**src/rtl/core/mfc_pkg.sv**
```systemverilog
// Shared constants, types and mix hash helpers for the memory flip checker.
`default_nettype none
package mfc_pkg;

   localparam int WORD_INDEX_W = 32;
   localparam int WORD_W       = 64;
   localparam int COUNT_W      = 16;
   localparam int BIN_OUT_W    = 8;
   localparam int CSR_INDEX_W  = 4;
   localparam int CSR_DATA_W   = 32;
   localparam int READS_W      = 3;
   localparam int CELLS_W      = 9;

   localparam logic [WORD_W-1:0] MIX_ADD   = 64'h9E37_79B9_7F4A_7C15;
   localparam logic [WORD_W-1:0] MIX_MUL_A = 64'hFF51_AFD7_ED55_8CCD;
   localparam logic [WORD_W-1:0] MIX_MUL_B = 64'hC4CE_B9FE_1A85_EC53;
   localparam logic [WORD_W-1:0] MIX_XOR   = 64'hAAAA_AAAA_AAAA_AAAA;
   localparam int                MIX_SHIFT = 33;

   localparam logic [COUNT_W-1:0] SAT_CLAMP = 16'd9;
   localparam logic [COUNT_W-1:0] SAT_FULL  = 16'hFFFF;

   typedef enum logic [CSR_INDEX_W-1:0] {
      CSR_VERIFY_COUNT   = 4'd0,
      CSR_CLAMP_TO_NINE  = 4'd1,
      CSR_CELL_COUNT     = 4'd2,
      CSR_WORDS_PER_CELL = 4'd3
   } csr_index_type;

   function automatic logic [WORD_W-1:0] mix_fold(input logic [WORD_W-1:0] v);
      return v ^ (v >> MIX_SHIFT);
   endfunction

   function automatic logic [WORD_W-1:0] mix_finish(input logic [WORD_W-1:0] v);
      logic [WORD_W-1:0] y;
      y = mix_fold(v);
      return y ^ MIX_XOR ^ (y << 1);
   endfunction

endpackage
`default_nettype wire

```
**src/rtl/core/mfc_mix.sv**
```systemverilog
// Mix hash sequencer: two 64-bit multiplies on one shared 32x32 multiplier.
`default_nettype none
module mfc_mix (
   input  logic                        clock,
   input  logic                        reset,
   input  logic                        start,
   input  logic [mfc_pkg::WORD_W-1:0]  idx,
   output logic                        done,
   output logic [mfc_pkg::WORD_W-1:0]  word
);
   import mfc_pkg::*;

   localparam int HALF_W = WORD_W / 2;

   typedef enum logic [1:0] {
      PH_LL,
      PH_LH,
      PH_HL
   } phase_type;

   phase_type         phase_ff;
   logic              busy_ff;
   logic              round_ff;
   logic              done_ff;
   logic [WORD_W-1:0] a_ff;
   logic [WORD_W-1:0] acc_ff;
   logic [WORD_W-1:0] word_ff;

   logic [WORD_W-1:0] k;
   logic [HALF_W-1:0] op_a;
   logic [HALF_W-1:0] op_b;
   logic [WORD_W-1:0] prod;
   logic [WORD_W-1:0] acc_in;

   always_comb begin
      k    = round_ff ? MIX_MUL_B : MIX_MUL_A;
      op_a = a_ff[HALF_W-1:0];
      op_b = k[HALF_W-1:0];
      case (phase_ff)
         PH_LL: begin
            op_a = a_ff[HALF_W-1:0];
            op_b = k[HALF_W-1:0];
         end
         PH_LH: begin
            op_a = a_ff[HALF_W-1:0];
            op_b = k[WORD_W-1:HALF_W];
         end
         PH_HL: begin
            op_a = a_ff[WORD_W-1:HALF_W];
            op_b = k[HALF_W-1:0];
         end
         default: begin
            op_a = '0;
            op_b = '0;
         end
      endcase
      prod = WORD_W'(op_a) * WORD_W'(op_b);
      if (phase_ff == PH_LL) begin
         acc_in = prod;
      end else begin
         acc_in = acc_ff + {prod[HALF_W-1:0], {HALF_W{1'b0}}};
      end
   end

   always_ff @(posedge clock) begin
      if (reset) begin
         busy_ff  <= 1'b0;
         done_ff  <= 1'b0;
         phase_ff <= PH_LL;
         round_ff <= 1'b0;
      end else if (start) begin
         a_ff     <= mix_fold(idx + MIX_ADD);
         busy_ff  <= 1'b1;
         done_ff  <= 1'b0;
         phase_ff <= PH_LL;
         round_ff <= 1'b0;
      end else if (busy_ff) begin
         acc_ff <= acc_in;
         case (phase_ff)
            PH_LL: phase_ff <= PH_LH;
            PH_LH: phase_ff <= PH_HL;
            PH_HL: begin
               phase_ff <= PH_LL;
               if (!round_ff) begin
                  a_ff     <= mix_fold(acc_in);
                  round_ff <= 1'b1;
               end else begin
                  word_ff <= mix_finish(acc_in);
                  busy_ff <= 1'b0;
                  done_ff <= 1'b1;
               end
            end
            default: phase_ff <= PH_LL;
         endcase
      end
   end

   assign done = done_ff;
   assign word = word_ff;

endmodule
`default_nettype wire

```
**config.mk**
```make
export PLATFORM = sky130hd
export DESIGN_NAME = mfc_mix
export DESIGN_NICKNAME = d
export VERILOG_FILES = /design/src/rtl/core/mfc_pkg.sv /design/src/rtl/core/mfc_mix.sv
export SDC_FILE = /design/constraint.sdc
export NUM_CORES = 2
export LEC_CHECK = 0
export ABC_AREA = 1
export BUFFER_PORTS_ARGS = -buffer_cell sky130_fd_sc_hd__buf_2
export CELL_PAD_IN_SITES_DETAIL_PLACEMENT = 0
export CELL_PAD_IN_SITES_GLOBAL_PLACEMENT = 1
export CORE_ASPECT_RATIO = 1.5
export CORE_MARGIN = 2
export CORE_UTILIZATION = 25
export DETAILED_ROUTE_END_ITERATION = 10
export GPL_ROUTABILITY_DRIVEN = 0
export HOLD_SLACK_MARGIN = 0.06
export PLACE_DENSITY = 0.51
export SLEW_MARGIN = 20
export SYNTH_ARGS = -nofsm -noshare
export SYNTH_HDL_FRONTEND = slang
export SYNTH_SLANG_ARGS = --single-unit
```
**constraint.sdc**
```tcl
create_clock -name clock -period 15.3 [get_ports clock]
set_input_delay 3.06 -clock clock [delete_from_list [all_inputs] [get_ports clock]]
set_output_delay 3.06 -clock clock [all_outputs]
set_load 0.02 [all_outputs]
```
==> impl_metrics.csv <==
group,metric,value,unit
run_status,outcome,"complete, no violations",
cts,clkTransAtPathRegs,60,ps
cts,cts-root-buf,"clkbuf_16",
cts,cts_tree,"built",
setup_path,worst_setup_path_end_kind,"flip-flop",
routing,vias,37600,
die,core_area,0.183,mm2
routing,drtIter0Drc,2441,
routing,drcViolationCount,0,
timing,setup_viol,0,
timing,finalSetupTns,0,ps
synth,seq_area_frac_synth,12.7,%
synth,ys_seq_elements,197,
synth,yosysWarnings,0,
timing,finalCriticalPeriod,12670,ps
place,port_buffers,131,
timing,min_period_over_period,82.8,%
synth,synth_fp_nets,6988,
synth,synthCells,5732,
setup_path,required,15530,ps
global_routing,grt_pass1_vias,42500,
synth,ys_types,54,
timing,clock_skew,35.1,ps
cts,cts.sinks,197,
setup_path,path_class,"reg -> reg",
timing,max_freq,78.9,MHz
worst_hold_path,hp-class,"reg -> reg",
setup_path,worstPathArrival,12900,ps
global_routing,grt_pass1_wl,309,mm
die,die_w,354,um
cells_and_area,fin_nets,7129,
synth,synthMuxAreaShare,0,%
worst_hold_path,holdPathStages,1,
routing,via_per_inst,4.53,
synth,syn_area_per_cell,8.03,um2
global_routing,gr-total-overflow,0,
setup_path,r2r_start,"phase_ff[0]$_SDFFE_PP0P_",
timing,worst_slew_pin_slew,1170,ps
timing,max_slew_margin,21.7,%
cts,cts-buffers-inserted,25,
setup_path,crit_top_cell,"nand2_1",
cts,htreeDepth,4,
setup_path,crit_slowest_cell,"nand2_2",
routing,postRouteAntennaNets,0,
die,die_h,530,um
setup_path,crit_end,"word[29]$_DFFE_PP_",
setup_path,critPathMaxFanout,32,
synth,syn-cell-area,0.0460,mm2
setup_path,r2r_end,"word[29]$_DFFE_PP_",
routing,dr.pass1.iters,5,
place,dpl.hpwl,195,mm
cells_and_area,area_delta_synth_final,10.0,%
die,io-pin-count,132,
cts,clock_path_buffers,3,
setup_path,critPathLaunch,"phase_ff[0]$_SDFFE_PP0P_",
setup_path,regToRegSetupSlack,2630,ps
die,die-area,0.188,mm2
timing,rsz0062_at_grt,"false",
cts,cts_hold_buf,0,
timing,slew_viol_final,0,
die,num_rows,192,
job,drv_cap,0,
global_routing,grt_antenna_before_repair,1,
cells_and_area,nFillCells,20100,
die,floorplan.initialDensity,25.2,%
timing,finalHoldViolCount,0,
setup_path,crit_path_start_kind,"flip-flop",
synth,synth_top_family_by_area,"adder cells",
global_routing,grt_max_degree,67,
synth,synth_compound_area_share,5.42,%
setup_path,slowest_delay,940,ps
global_routing,track_usage,23.5,%
synth,synthSimpleGateAreaFrac,19.5,%
cts,clk_latency,530,ps
routing,wl,218,mm
cts,postCtsSetupBuffers,0,
synth,synthAdderAreaFrac,46.4,%
synth,synth-xor-area-share,2.33,%
routing,wl_per_cell,26.3,um
cells_and_area,drive_above_1_share,7.38,%
setup_path,r2r_cells,42,
cts,ctsResizeCount,0,
[worst min path at each step]
stage,startpoint,end
6_report,busy_ff$_SDFF_PP0_,phase_ff[0]$_SDFFE_PP0P_
5_1_grt,busy_ff$_SDFF_PP0_,phase_ff[0]$_SDFFE_PP0P_
4_1_cts,busy_ff$_SDFF_PP0_,phase_ff[0]$_SDFFE_PP0P_
3_5_place_dp,busy_ff$_SDFF_PP0_,phase_ff[0]$_SDFFE_PP0P_
3_3_place_gp,busy_ff$_SDFF_PP0_,phase_ff[0]$_SDFFE_PP0P_
2_1_floorplan,busy_ff$_SDFF_PP0_,phase_ff[0]$_SDFFE_PP0P_
[critical path: cells and delay by family (launching register included)]
| family | cells | cell delay [ps] |
|---|---|---|
| DFF | 1 | 550 |
| AOI/OAI and AO/OA | 1 | 380 |
| adders and majority gates | 10 | 4260 |
| and+or+nand+nor | 20 | 4050 |
| buffers and inverters | 10 | 2420 |
| xor gates and xnor gates | 1 | 650 |
[final cells by class]
class | count | area, um2 | area share [%]
Multi-Input combinational cell | 3868 | 34000 | 67.0
Inverter | 1594 | 5980 | 11.8
Sequential cell | 197 | 5870 | 11.6
Tap cell | 2425 | 3030 | 5.99
Timing Repair Buffer | 187 | 1080 | 2.12
Clock buffer | 26 | 629 | 1.24
Clock inverter | 7 | 113 | 0.222
Antenna cell | 1 | 2.50 | 0.00494
[metrics by stage]
stage	util [%]	setup WS, ps	std cells	instance area [um2]	hold slack (ps)
after detailed placement	27.3	2720	8271	49900	500
after floorplan	-	6230	5732	46000	460
final	27.7	2630	8305	50700	514
after global routing	27.7	2260	8305	50700	551
after global placement	27.3	2560	8271	49900	499
after CTS	27.7	2650	8304	50700	515
[cells in the mapped netlist (all sizes together)]
cell / instances / area share (%)
a21boi: 4 / 0.065
a21o: 11 / 0.18
a21oi: 167 / 2.0
a311oi: 1 / 0.019
a31oi: 6 / 0.095
and2: 2 / 0.027
and3: 1 / 0.014
buf: 30 / 0.31
clkbuf: 43 / 0.35
clkinv: 1 / 0.0081
dfxtp: 5 / 0.22
edfxtp: 192 / 13
fa: 862 / 37
ha: 327 / 8.9
inv: 1593 / 13
nand2: 1262 / 11
nand3: 288 / 3.3
nand3b: 10 / 0.16
nand4: 25 / 0.34
nor2: 473 / 4.0
nor3: 34 / 0.43
nor3b: 1 / 0.016
nor4: 6 / 0.11
o211ai: 2 / 0.033
o21a: 4 / 0.065
o21ai: 206 / 2.5
o21bai: 26 / 0.43
o22ai: 3 / 0.041
o31ai: 2 / 0.033
or2: 25 / 0.34
xnor2: 37 / 0.74
xor2: 83 / 1.6
[cells in the final DEF, fill, tap and decap left out, types with 5 or more instances in the layout]
master / synthesis / layout
fa_1: 862 / 862
nor2_2: 21 / 30
xnor2_1: 35 / 35
o21bai_1: 25 / 25
dfxtp_1: 5 / 5
buf_4: 2 / 56
or2_2: 15 / 15
o21ai_1: 33 / 35
ha_1: 327 / 327
o21ai_0: 142 / 140
nor2_1: 451 / 439
a21oi_1: 153 / 152
nand3_1: 268 / 268
inv_1: 1574 / 1572
buf_2: 17 / 131
nand2_2: 57 / 59
or2_1: 5 / 5
inv_2: 19 / 21
nor3_2: 6 / 7
nand2_4: 6 / 6
nor3_1: 28 / 27
a21o_1: 10 / 10
clkbuf_16: 0 / 25
nand4_1: 25 / 25
edfxtp_1: 192 / 192
nand2_1: 1199 / 1197
nand3_2: 20 / 20
a21oi_2: 12 / 12
nand3b_1: 10 / 10
or2_0: 5 / 5
xor2_1: 82 / 82
a31oi_1: 5 / 5
o21ai_2: 31 / 31
[kinds of logic after synthesis]
kind of cell / count (synthesis)
AND/OR/NAND/NOR: 2127
buffers and inverters: 1667
AO/OA/AOI/OAI: 432
XOR/XNOR: 120
flip-flops: 197
adder cells (fa/ha/maj): 1189
[sequential cells by signal, summed over array words and instances (netlist names)]
register / count
phase_ff: 2
done: 1
acc_ff: 64
busy_ff: 1
a_ff: 64
round_ff: 1
word: 64
[per-layer routing]
layer / GRT usage, % / share of wire, % / up-vias
li1: - / - / 17300
met3: 1.54 / 2.9 / 453
met4: 18.5 / 9.5 / 0
met5: 0 / 0 / -
met2: 46.0 / 55 / 1124
met1: 22.4 / 32 / 18800
Power is not shown: default switching activity piles up to over one toggle a cycle in this logic, so the estimate is an artifact.
