--- src/rtl/core/mfc_pkg.sv ---
// Shared constants, types and mix hash helpers for the memory flip checker.
`default_nettype none
package mfc_pkg;

   localparam int WORD_INDEX_W = 32;
   localparam int WORD_W       = 64;
   localparam int COUNT_W      = 16;
   localparam int BIN_OUT_W    = 8;
   localparam int CSR_INDEX_W  = 4;
   localparam int CSR_DATA_W   = 32;
   localparam int READS_W      = 3;
   localparam int CELLS_W      = 9;

   localparam logic [WORD_W-1:0] MIX_ADD   = 64'h9E37_79B9_7F4A_7C15;
   localparam logic [WORD_W-1:0] MIX_MUL_A = 64'hFF51_AFD7_ED55_8CCD;
   localparam logic [WORD_W-1:0] MIX_MUL_B = 64'hC4CE_B9FE_1A85_EC53;
   localparam logic [WORD_W-1:0] MIX_XOR   = 64'hAAAA_AAAA_AAAA_AAAA;
   localparam int                MIX_SHIFT = 33;

   localparam logic [COUNT_W-1:0] SAT_CLAMP = 16'd9;
   localparam logic [COUNT_W-1:0] SAT_FULL  = 16'hFFFF;

   typedef enum logic [CSR_INDEX_W-1:0] {
      CSR_VERIFY_COUNT   = 4'd0,
      CSR_CLAMP_TO_NINE  = 4'd1,
      CSR_CELL_COUNT     = 4'd2,
      CSR_WORDS_PER_CELL = 4'd3
   } csr_index_type;

   function automatic logic [WORD_W-1:0] mix_fold(input logic [WORD_W-1:0] v);
      return v ^ (v >> MIX_SHIFT);
   endfunction

   function automatic logic [WORD_W-1:0] mix_finish(input logic [WORD_W-1:0] v);
      logic [WORD_W-1:0] y;
      y = mix_fold(v);
      return y ^ MIX_XOR ^ (y << 1);
   endfunction

endpackage
`default_nettype wire

--- src/rtl/core/mfc_divider.sv ---
// Radix-2 restoring divider for the region bin of a word index.
`default_nettype none
module mfc_divider (
   input  logic                              clock,
   input  logic                              reset,
   input  logic                              start,
   input  logic [mfc_pkg::WORD_INDEX_W-1:0]  dividend,
   input  logic [mfc_pkg::WORD_INDEX_W-1:0]  divisor,
   output logic                              done,
   output logic [mfc_pkg::WORD_INDEX_W-1:0]  quotient
);
   import mfc_pkg::*;

   localparam int DIV_W  = WORD_INDEX_W;
   localparam int STEP_W = $clog2(DIV_W + 1);

   logic [DIV_W-1:0]  rem_ff;
   logic [DIV_W-1:0]  quo_ff;
   logic [DIV_W-1:0]  den_ff;
   logic [STEP_W-1:0] cnt_ff;
   logic              done_ff;

   logic [DIV_W:0]    shifted;
   logic [DIV_W:0]    diff;
   logic              fits;
   logic [DIV_W-1:0]  rem_in;
   logic [DIV_W-1:0]  quo_in;

   always_comb begin
      shifted = {rem_ff, quo_ff[DIV_W-1]};
      fits    = shifted >= {1'b0, den_ff};
      diff    = shifted - {1'b0, den_ff};
      rem_in  = fits ? diff[DIV_W-1:0] : shifted[DIV_W-1:0];
      quo_in  = {quo_ff[DIV_W-2:0], fits};
   end

   always_ff @(posedge clock) begin
      if (reset) begin
         cnt_ff  <= '0;
         done_ff <= 1'b0;
      end else if (start) begin
         rem_ff  <= '0;
         quo_ff  <= dividend;
         den_ff  <= divisor;
         cnt_ff  <= STEP_W'(DIV_W);
         done_ff <= 1'b0;
      end else if (cnt_ff != '0) begin
         rem_ff  <= rem_in;
         quo_ff  <= quo_in;
         cnt_ff  <= cnt_ff - 1'b1;
         done_ff <= (cnt_ff == STEP_W'(1));
      end
   end

   assign done     = done_ff;
   assign quotient = quo_ff;

endmodule
`default_nettype wire

--- config.mk ---
export PLATFORM = sky130hd
export DESIGN_NAME = mfc_divider
export DESIGN_NICKNAME = d
export VERILOG_FILES = /design/src/rtl/core/mfc_pkg.sv /design/src/rtl/core/mfc_divider.sv
export SDC_FILE = /design/constraint.sdc
export NUM_CORES = 1
export LEC_CHECK = 0
export ABC_AREA = 1
export BUFFER_PORTS_ARGS = -buffer_cell sky130_fd_sc_hd__buf_2
export CAP_MARGIN = 20
export CORE_MARGIN = 1
export CORE_UTILIZATION = 31
export CTS_CLUSTER_DIAMETER = 30
export DETAILED_ROUTE_END_ITERATION = 10
export GPL_ROUTABILITY_DRIVEN = 0
export PLACE_DENSITY = 0.53
export SETUP_SLACK_MARGIN = 0.2
export SYNTH_ARGS = -nofsm -noshare
export SYNTH_HDL_FRONTEND = slang
export SYNTH_SLANG_ARGS = --single-unit
--- constraint.sdc ---
create_clock -name clock -period 12.2 [get_ports clock]
set_clock_uncertainty 0.05 [all_clocks]
set_input_delay 1.22 -clock clock [delete_from_list [all_inputs] [get_ports clock]]
set_output_delay 1.22 -clock clock [all_outputs]
set_load 0.005 [all_outputs]
==> out/metrics.cfg, run 1 <==
[logic_synthesis]
average_cell_area_after_synthesis_um2=7.191
yosys_warnings=0
register_bit_count_reported_by_yosys=103
asyncSetResetFlopFracSynth_pct=0
synth_edf_count=96
synth_top_cells_by_area=sky130_fd_sc_hd__edfxtp_1 (40%), sky130_fd_sc_hd__nand2_1 (21%), sky130_fd_sc_hd__inv_1 (9.8%), sky130_fd_sc_hd__ha_1 (5.9%), sky130_fd_sc_hd__nor2_1 (5.8%)
synth.top_cell.area_share_pct=39.89
post_synth_instance_area_um2=7227
netlist.top_cell.by_area=sky130_fd_sc_hd__edfxtp_1
yosys.cell_types.count=37
seq_area_frac_synth_pct=41.83
syn_nets=1107
synth_ff_type=sky130_fd_sc_hd__edfxtp_1
netlist_instances=1005

[status]
status=completed

[timing]
maxSlewHeadroom_pct=42.43
worst_slack_ns=9.400
hold_ws_ns=0.4358
setup_violations=0
layout_min_cycle_time_ns=2.800
timing_max_transition_violations_final=0
worst-slew-pin-transition_ns=0.8635
setup_tns_ns=0
highest_clock_rate_mhz=357.1
layout_worst_path_cycle_share_pct=22.95
rsz_0062_raised_after_global_routing=no
report.final.hold_viol_count=0

[setup_path]
cp_cell_sequence=buf_2 -> inv_2 -> a21oi_4 -> buf_4
end_kind=flip-flop
arrival_ns=2.74
type_of_the_worst_setup_path=in2reg
timing.critical_path.required_ns=12.14
max_stage_delay_ns=0.68
critPathMaxFanout=64
total_buffers_and_inverters_traversed_by_the_critical_path=3
cell_with_the_biggest_individual_delay_on_the_critical_path=sky130_fd_sc_hd__buf_4
worst_path_dominant_cell_family=buffers and inverters
start_kind=input port

[drt]
route.detailed.vias_per_inst=4.265
drtAntennaViolNets=0
vias=6052
firstDrtPassIters=4
wl_per_cell_um=12.46
drt_first_iter_violations=339
wirelength_mm=17.68
drt_drc_violations_left=0

[power]
vdd.ir_drop.worst_mv=0.06521
power_per_unit_of_standard_cell_area_nw_per_um2=154.4
leakage_nw=4.428
report.power.total_mw=1.293

[cells_and_area]
mostFrequentLayoutCells=sky130_fd_sc_hd__nand2_1 (399), sky130_fd_sc_hd__inv_1 (187), sky130_fd_sc_hd__nor2_1 (111), sky130_fd_sc_hd__buf_2 (99), sky130_fd_sc_hd__edfxtp_1 (96)
multi_input_comb_area_um2=3353
design.final.nets=1203
final_common_cell=sky130_fd_sc_hd__nand2_1
diodes=0
fraction_of_final_layout_cells_with_drive_strength_greater_than_1_pct=16.09
num-fill-cells=2479
area_delta_synth_final_pct=15.93
layout.area.seq_um2=3023

[global_route]
grt_max_degree=65
first_global_vias=6029
first_pass_grt_wire_length_mm=29.58
antenna_found_initial=0
grt_util_all_layers_pct=15.73
grt_overflow_total=0

[clock_tree]
cts_made_buffers=9
ctsRootBufferMaster=sky130_fd_sc_hd__clkbuf_16
cts_hold_buf=0
clkSinkCount=103
clock_network_latency_to_the_later_pin_of_the_worst_skew_pair_ns=0.37
cts_tree=yes
htree_levels=3
clock_tree.buffer_depth=2
setup_buffers_after_cts=0
ctsResizeCount=0
cts_clk_pin_slew_worst_paths_ns=0.08

[floorplanning]
die-height_um=154.7
start_util_pct=31.73
row_count=55
ios=100
coreArea_um2=22780
die_w_um=154.7
fp.dieArea_um2=23930

[placed_design]
place.detailed.hpwl_mm=13.29
numPortBuffers=99
pre_cts_ws_ns=8.961

[hold_path]
hold_path_class=reg2reg

[flow_run]
max_cap_viol=0

[worst register-to-register path, delay by kind of cell (launching register included)]
family                     cells  cell delay [ns]
DFF                            1             0.41
and+or+nand+nor               10             1.52
adders and majority gates      1             0.42
[sequential cells by signal, summed over array words and instances (netlist names)]
name,flops
quotient,32
cnt_ff,6
den_ff,32
done,1
rem_ff,32
[cell type report]
type | count | share of cell area [%]
multi-input combinational | 683 | 40.02
sequential | 103 | 36.08
inverter | 201 | 9.005
timing repair buffer | 103 | 6.556
tap | 313 | 4.674
clock buffer | 9 | 2.688
clock inverter | 7 | 0.9707
[metrics by stage]
| stage | util [%] | instance area, µm² | cells |
|---|---|---|---|
| 6_report | 36.78 | 8378 | 1419 |
| 5_1_grt | 36.78 | 8378 | 1419 |
| 2_1_floorplan | - | 7227 | 1005 |
| 3_5_place_dp | 35.27 | 8033 | 1401 |
| 3_3_place_gp | 35.27 | 8033 | 1401 |
| 4_1_cts | 36.61 | 8339 | 1417 |
[path summary, 6_finish.rpt]
kind                                                from                  endpoint  slack (ns)  depth (start not counted)
worst min-delay path              cnt_ff[3]$_SDFFE_PP0P_    cnt_ff[3]$_SDFFE_PP0P_        0.44                          2
worst max-delay path                               start  rem_ff[16]$_SDFFCE_PP0P_        9.40                          4
worst max register to register  rem_ff[22]$_SDFFCE_PP0P_  rem_ff[19]$_SDFFCE_PP0P_        9.57                         11
worst min register to register    cnt_ff[3]$_SDFFE_PP0P_    cnt_ff[3]$_SDFFE_PP0P_        0.44                          2
[where the power goes]
group | internal (mW) | switching (mW) | leakage [nW] | total [mW]
registers | 0.454 | 0.0248 | 0.989 | 0.478
logic | 0.177 | 0.337 | 3.29 | 0.515
clock network | 0.147 | 0.153 | 0.150 | 0.300
[metal layers]
layer | track usage (%) | up-vias | wire length, µm
met1 | 20.68 | 2663 | 8534
li1 | - | 3240 | -
met4 | 4.762 | 0 | 281
met5 | 0 | - | 0
met3 | 3.727 | 15 | 1029
met2 | 25.53 | 134 | 7830
[kinds of logic (layout without fill, tap and decap cells)]
| kind of cell | after synthesis | in the layout | synth area share [%] |
|---|---|---|---|
| AOI/OAI and AO/OA | 27 | 27 | 1.922 |
| xor gates and xnor gates | 16 | 16 | 1.939 |
| adders and majority gates | 35 | 35 | 6.163 |
| buffers and inverters | 219 | 320 | 12.03 |
| DFF | 103 | 103 | 41.83 |
| and+or+nand+nor | 605 | 605 | 36.12 |
[cell usage after synthesis, types with 3 or more instances]
master	n
sky130_fd_sc_hd__nand2_1	399
sky130_fd_sc_hd__inv_1	188
sky130_fd_sc_hd__nor2_1	112
sky130_fd_sc_hd__edfxtp_1	96
sky130_fd_sc_hd__ha_1	34
sky130_fd_sc_hd__nand3_1	29
sky130_fd_sc_hd__nand3_2	21
sky130_fd_sc_hd__a21oi_1	20
sky130_fd_sc_hd__xor2_1	14
sky130_fd_sc_hd__inv_2	10
sky130_fd_sc_hd__nand2_2	9
sky130_fd_sc_hd__nor2_2	8
sky130_fd_sc_hd__dfxtp_1	7
sky130_fd_sc_hd__nand4_1	7
sky130_fd_sc_hd__and2_1	5
sky130_fd_sc_hd__buf_2	5
sky130_fd_sc_hd__buf_6	5
sky130_fd_sc_hd__clkbuf_1	4
sky130_fd_sc_hd__nand3b_1	4
sky130_fd_sc_hd__o21ai_0	4
sky130_fd_sc_hd__buf_1	3
sky130_fd_sc_hd__clkinv_1	3
Power figures use the tool's default switching activity.
==> inputs of run 2 (changes only) <==
Settings changed: PLACE_DENSITY 0.53 to 0.55.
Clock period 12.2 ns to 2.3 ns, I/O delays scaled along.
==> run 2 against run 1 <==
Against the previous run: sequential share of layout area decreased by 7.3 points; largest power group unchanged; die area is the same; cell count rose by 8.6%; total power grew to 6.5 times the previous value; register-to-register slack got worse by 9.5 ns.
==> out/metrics.cfg, run 2 (same netlist as run 1, synthesis figures left out) <==
[global_route]
grt_overflow_total=0  ; unchanged
antenna_found_initial=0  ; unchanged
first_pass_grt_wire_length_mm=33.65  ; +14%
grt_util_all_layers_pct=17.88  ; +2.2 points
first_global_vias=6795  ; +13%
grt_max_degree=35  ; -46%

[timing]
highest_clock_rate_mhz=454.7
setup_violations=0  ; unchanged
maxSlewHeadroom_pct=69.68  ; +27 points
report.final.hold_viol_count=0  ; unchanged
rsz_0062_raised_after_global_routing=yes
timing_max_transition_violations_final=0  ; unchanged
hold_ws_ns=0.07385  ; -0.3620 ns
layout_worst_path_cycle_share_pct=95.61
worst-slew-pin-transition_ns=0.4547  ; -0.4088 ns
layout_min_cycle_time_ns=2.199

[clock_tree]
ctsRootBufferMaster=sky130_fd_sc_hd__clkbuf_16
clkSinkCount=103  ; unchanged
htree_levels=3  ; unchanged
clock_network_latency_to_the_later_pin_of_the_worst_skew_pair_ns=0.37  ; about the same
clock_tree.buffer_depth=2  ; unchanged
cts_clk_pin_slew_worst_paths_ns=0.09  ; about the same
cts_tree=yes
cts_made_buffers=9  ; unchanged

[setup_path]
type_of_the_worst_setup_path=reg2reg
critPathMaxFanout=6  ; -91%
total_buffers_and_inverters_traversed_by_the_critical_path=4  ; +1
max_stage_delay_ns=0.45  ; -0.23 ns
worst_path_dominant_cell_family=simple AND/OR/NAND/NOR gates
arrival_ns=2.27  ; -0.47 ns
end_kind=flip-flop
cell_with_the_biggest_individual_delay_on_the_critical_path=sky130_fd_sc_hd__edfxtp_1
start_kind=flip-flop
r2r_start=rem_ff[23]$_SDFFCE_PP0P_
timing.critical_path.required_ns=2.37  ; -9.77 ns
critPathMostFrequentCell=sky130_fd_sc_hd__nand2_2
cp_cell_sequence=ha_4 -> nand2_4 -> inv_2 -> nand2_2 -> nand2_2 -> inv_2 -> nand2_2 -> nand2_4 -> nand3_4 -> nor2_8 -> buf_12 -> buf_12 -> nand3_2 -> nand2_1 -> nor2_1
setup.worst_path.start=rem_ff[23]$_SDFFCE_PP0P_

[cells_and_area]
final_cells=1541  ; +8.6%
mostFrequentLayoutCells=sky130_fd_sc_hd__nand2_1 (323), sky130_fd_sc_hd__inv_1 (168), sky130_fd_sc_hd__buf_2 (99), sky130_fd_sc_hd__edfxtp_1 (96), sky130_fd_sc_hd__nor2_1 (78)
area_delta_synth_final_pct=45.26
final_common_cell=sky130_fd_sc_hd__nand2_1
design.final.nets=1325  ; +10%
fraction_of_final_layout_cells_with_drive_strength_greater_than_1_pct=36.40  ; +20 points
diodes=0  ; unchanged

[drt]
drt_drc_violations_left=0  ; unchanged
firstDrtPassIters=4  ; unchanged
drtAntennaViolNets=0  ; unchanged
vias=6712  ; +11%
drt_first_iter_violations=399  ; +18%
wl_per_cell_um=13.52  ; +8.6%
wirelength_mm=20.84  ; +18%
route.detailed.vias_per_inst=4.356  ; +2.1%

[power]
clock_power_share_pct=18.7  ; -4.5 points
leakage_nw=5.185  ; +17%
switchingPower_mw=3.374  ; +550%
vdd.ir_drop.worst_mv=0.3485  ; +430%
power_per_unit_of_standard_cell_area_nw_per_um2=803.1  ; +420%
share_seq_of_total_power_pct=30.8  ; -6.2 points
internal_power_mw=5.056  ; +550%
p_sw_share_pct=40.02  ; +0.15 points
combinationalPowerShare_pct=50.5  ; +11 points

[floorplanning]
die_w_um=154.7  ; unchanged
start_util_pct=31.73  ; unchanged
die-height_um=154.7  ; unchanged
coreArea_um2=22780  ; unchanged
ios=100  ; unchanged
row_count=55  ; unchanged
fp.dieArea_um2=23930  ; unchanged

[hold_path]
min-delay-start=dividend[2]
hold_path_class=in2reg

[status]
status=completed

[flow_run]
max_cap_viol=0  ; unchanged

[placed_design]
place.detailed.hpwl_mm=14.11  ; +6.2%
place_inst=1440  ; +2.8%
numPortBuffers=99  ; unchanged

-- run 2: cell count changes in the layout (fill, tap and decap cells not counted), moves of 32 or more --
cell and delta:
sky130_fd_sc_hd__nand2_1 -76, sky130_fd_sc_hd__buf_4 +75, sky130_fd_sc_hd__nand2_2 +53, sky130_fd_sc_hd__nor2_1 -33
sky130_fd_sc_hd__dlygate4sd3_1 +32, sky130_fd_sc_hd__ha_1 -32, sky130_fd_sc_hd__ha_4 +32
-- run 2: path summary, 6_finish.rpt --
check,end,slack (ns),cells past startpoint
worst min register to register,cnt_ff[3]$_SDFFE_PP0P_,0.45,2
worst min-delay path,quotient[2]$_DFFE_PP_,0.07,3
worst max register to register,rem_ff[15]$_SDFFCE_PP0P_,0.10,15
worst max-delay path,rem_ff[15]$_SDFFCE_PP0P_,0.10,15
-- run 2: what timing repair did --
item                                   CTS  global route
gates cloned                             5             2
setup buffers                           32            14
setup endpoints to repair               33            33
gates resized for setup                125           102
pin swaps                               13            54
endpoints found under the hold margin   32             0
hold buffers                            32             0
-- run 2: metal layers --
layer	up-vias	global-route usage [%]	routed length, µm
met2	143	29.93	9653
met5	-	0	0
met1	3041	22.90	9738
li1	3502	-	-
met4	0	5.563	465
met3	26	3.979	978
-- run 2: metrics by stage --
step           power, mW  setup WS (ns)  setup TNS (ns)  util (%)  instance area [µm²]
5_1_grt            9.030       -0.01142        -0.02042     46.09                10500
2_1_floorplan      4.645       -0.01218         -0.7793         -                 7281
4_1_cts            8.046         0.1165               0     44.00                10020
6_report           8.430         0.1009               0     46.09                10500
3_5_place_dp       5.536        -0.1102         -0.9053     36.84                 8391
3_3_place_gp       5.505        -0.1142         -0.2752     36.84                 8391
-- run 2: worst reg2reg max path, stage by stage, from the launching register on --
cell and delay (ns):
sky130_fd_sc_hd__edfxtp_1 0.45, sky130_fd_sc_hd__ha_4 0.30, sky130_fd_sc_hd__nand2_4 0.09, sky130_fd_sc_hd__inv_2 0.04
sky130_fd_sc_hd__nand2_2 0.06, sky130_fd_sc_hd__nand2_2 0.06, sky130_fd_sc_hd__inv_2 0.05, sky130_fd_sc_hd__nand2_2 0.07
sky130_fd_sc_hd__nand2_4 0.07, sky130_fd_sc_hd__nand3_4 0.09, sky130_fd_sc_hd__nor2_8 0.11, sky130_fd_sc_hd__buf_12 0.17
sky130_fd_sc_hd__buf_12 0.16, sky130_fd_sc_hd__nand3_2 0.07, sky130_fd_sc_hd__nand2_1 0.06, sky130_fd_sc_hd__nor2_1 0.05
-- run 2: area by class of cell --
type / instances / area, µm²
clock buffers: 10 / 229.0
clock inverters: 6 / 57.56
fillers: 2267 / 12280
inverters: 201 / 758.2
multi-input cells: 686 / 4380
flip-flops and latches: 103 / 3025
well taps: 313 / 391.6
repair buffers: 222 / 1655
-- run 2: power by group through the flow --
stage	combinational [mW]	sequential, mW	clock [mW]
6_report	4.26	2.60	1.57
5_1_grt	4.71	2.63	1.69
4_1_cts	3.82	2.60	1.63
3_5_place_dp	2.96	2.58	0
3_3_place_gp	2.93	2.58	0
2_1_floorplan	2.09	2.56	0
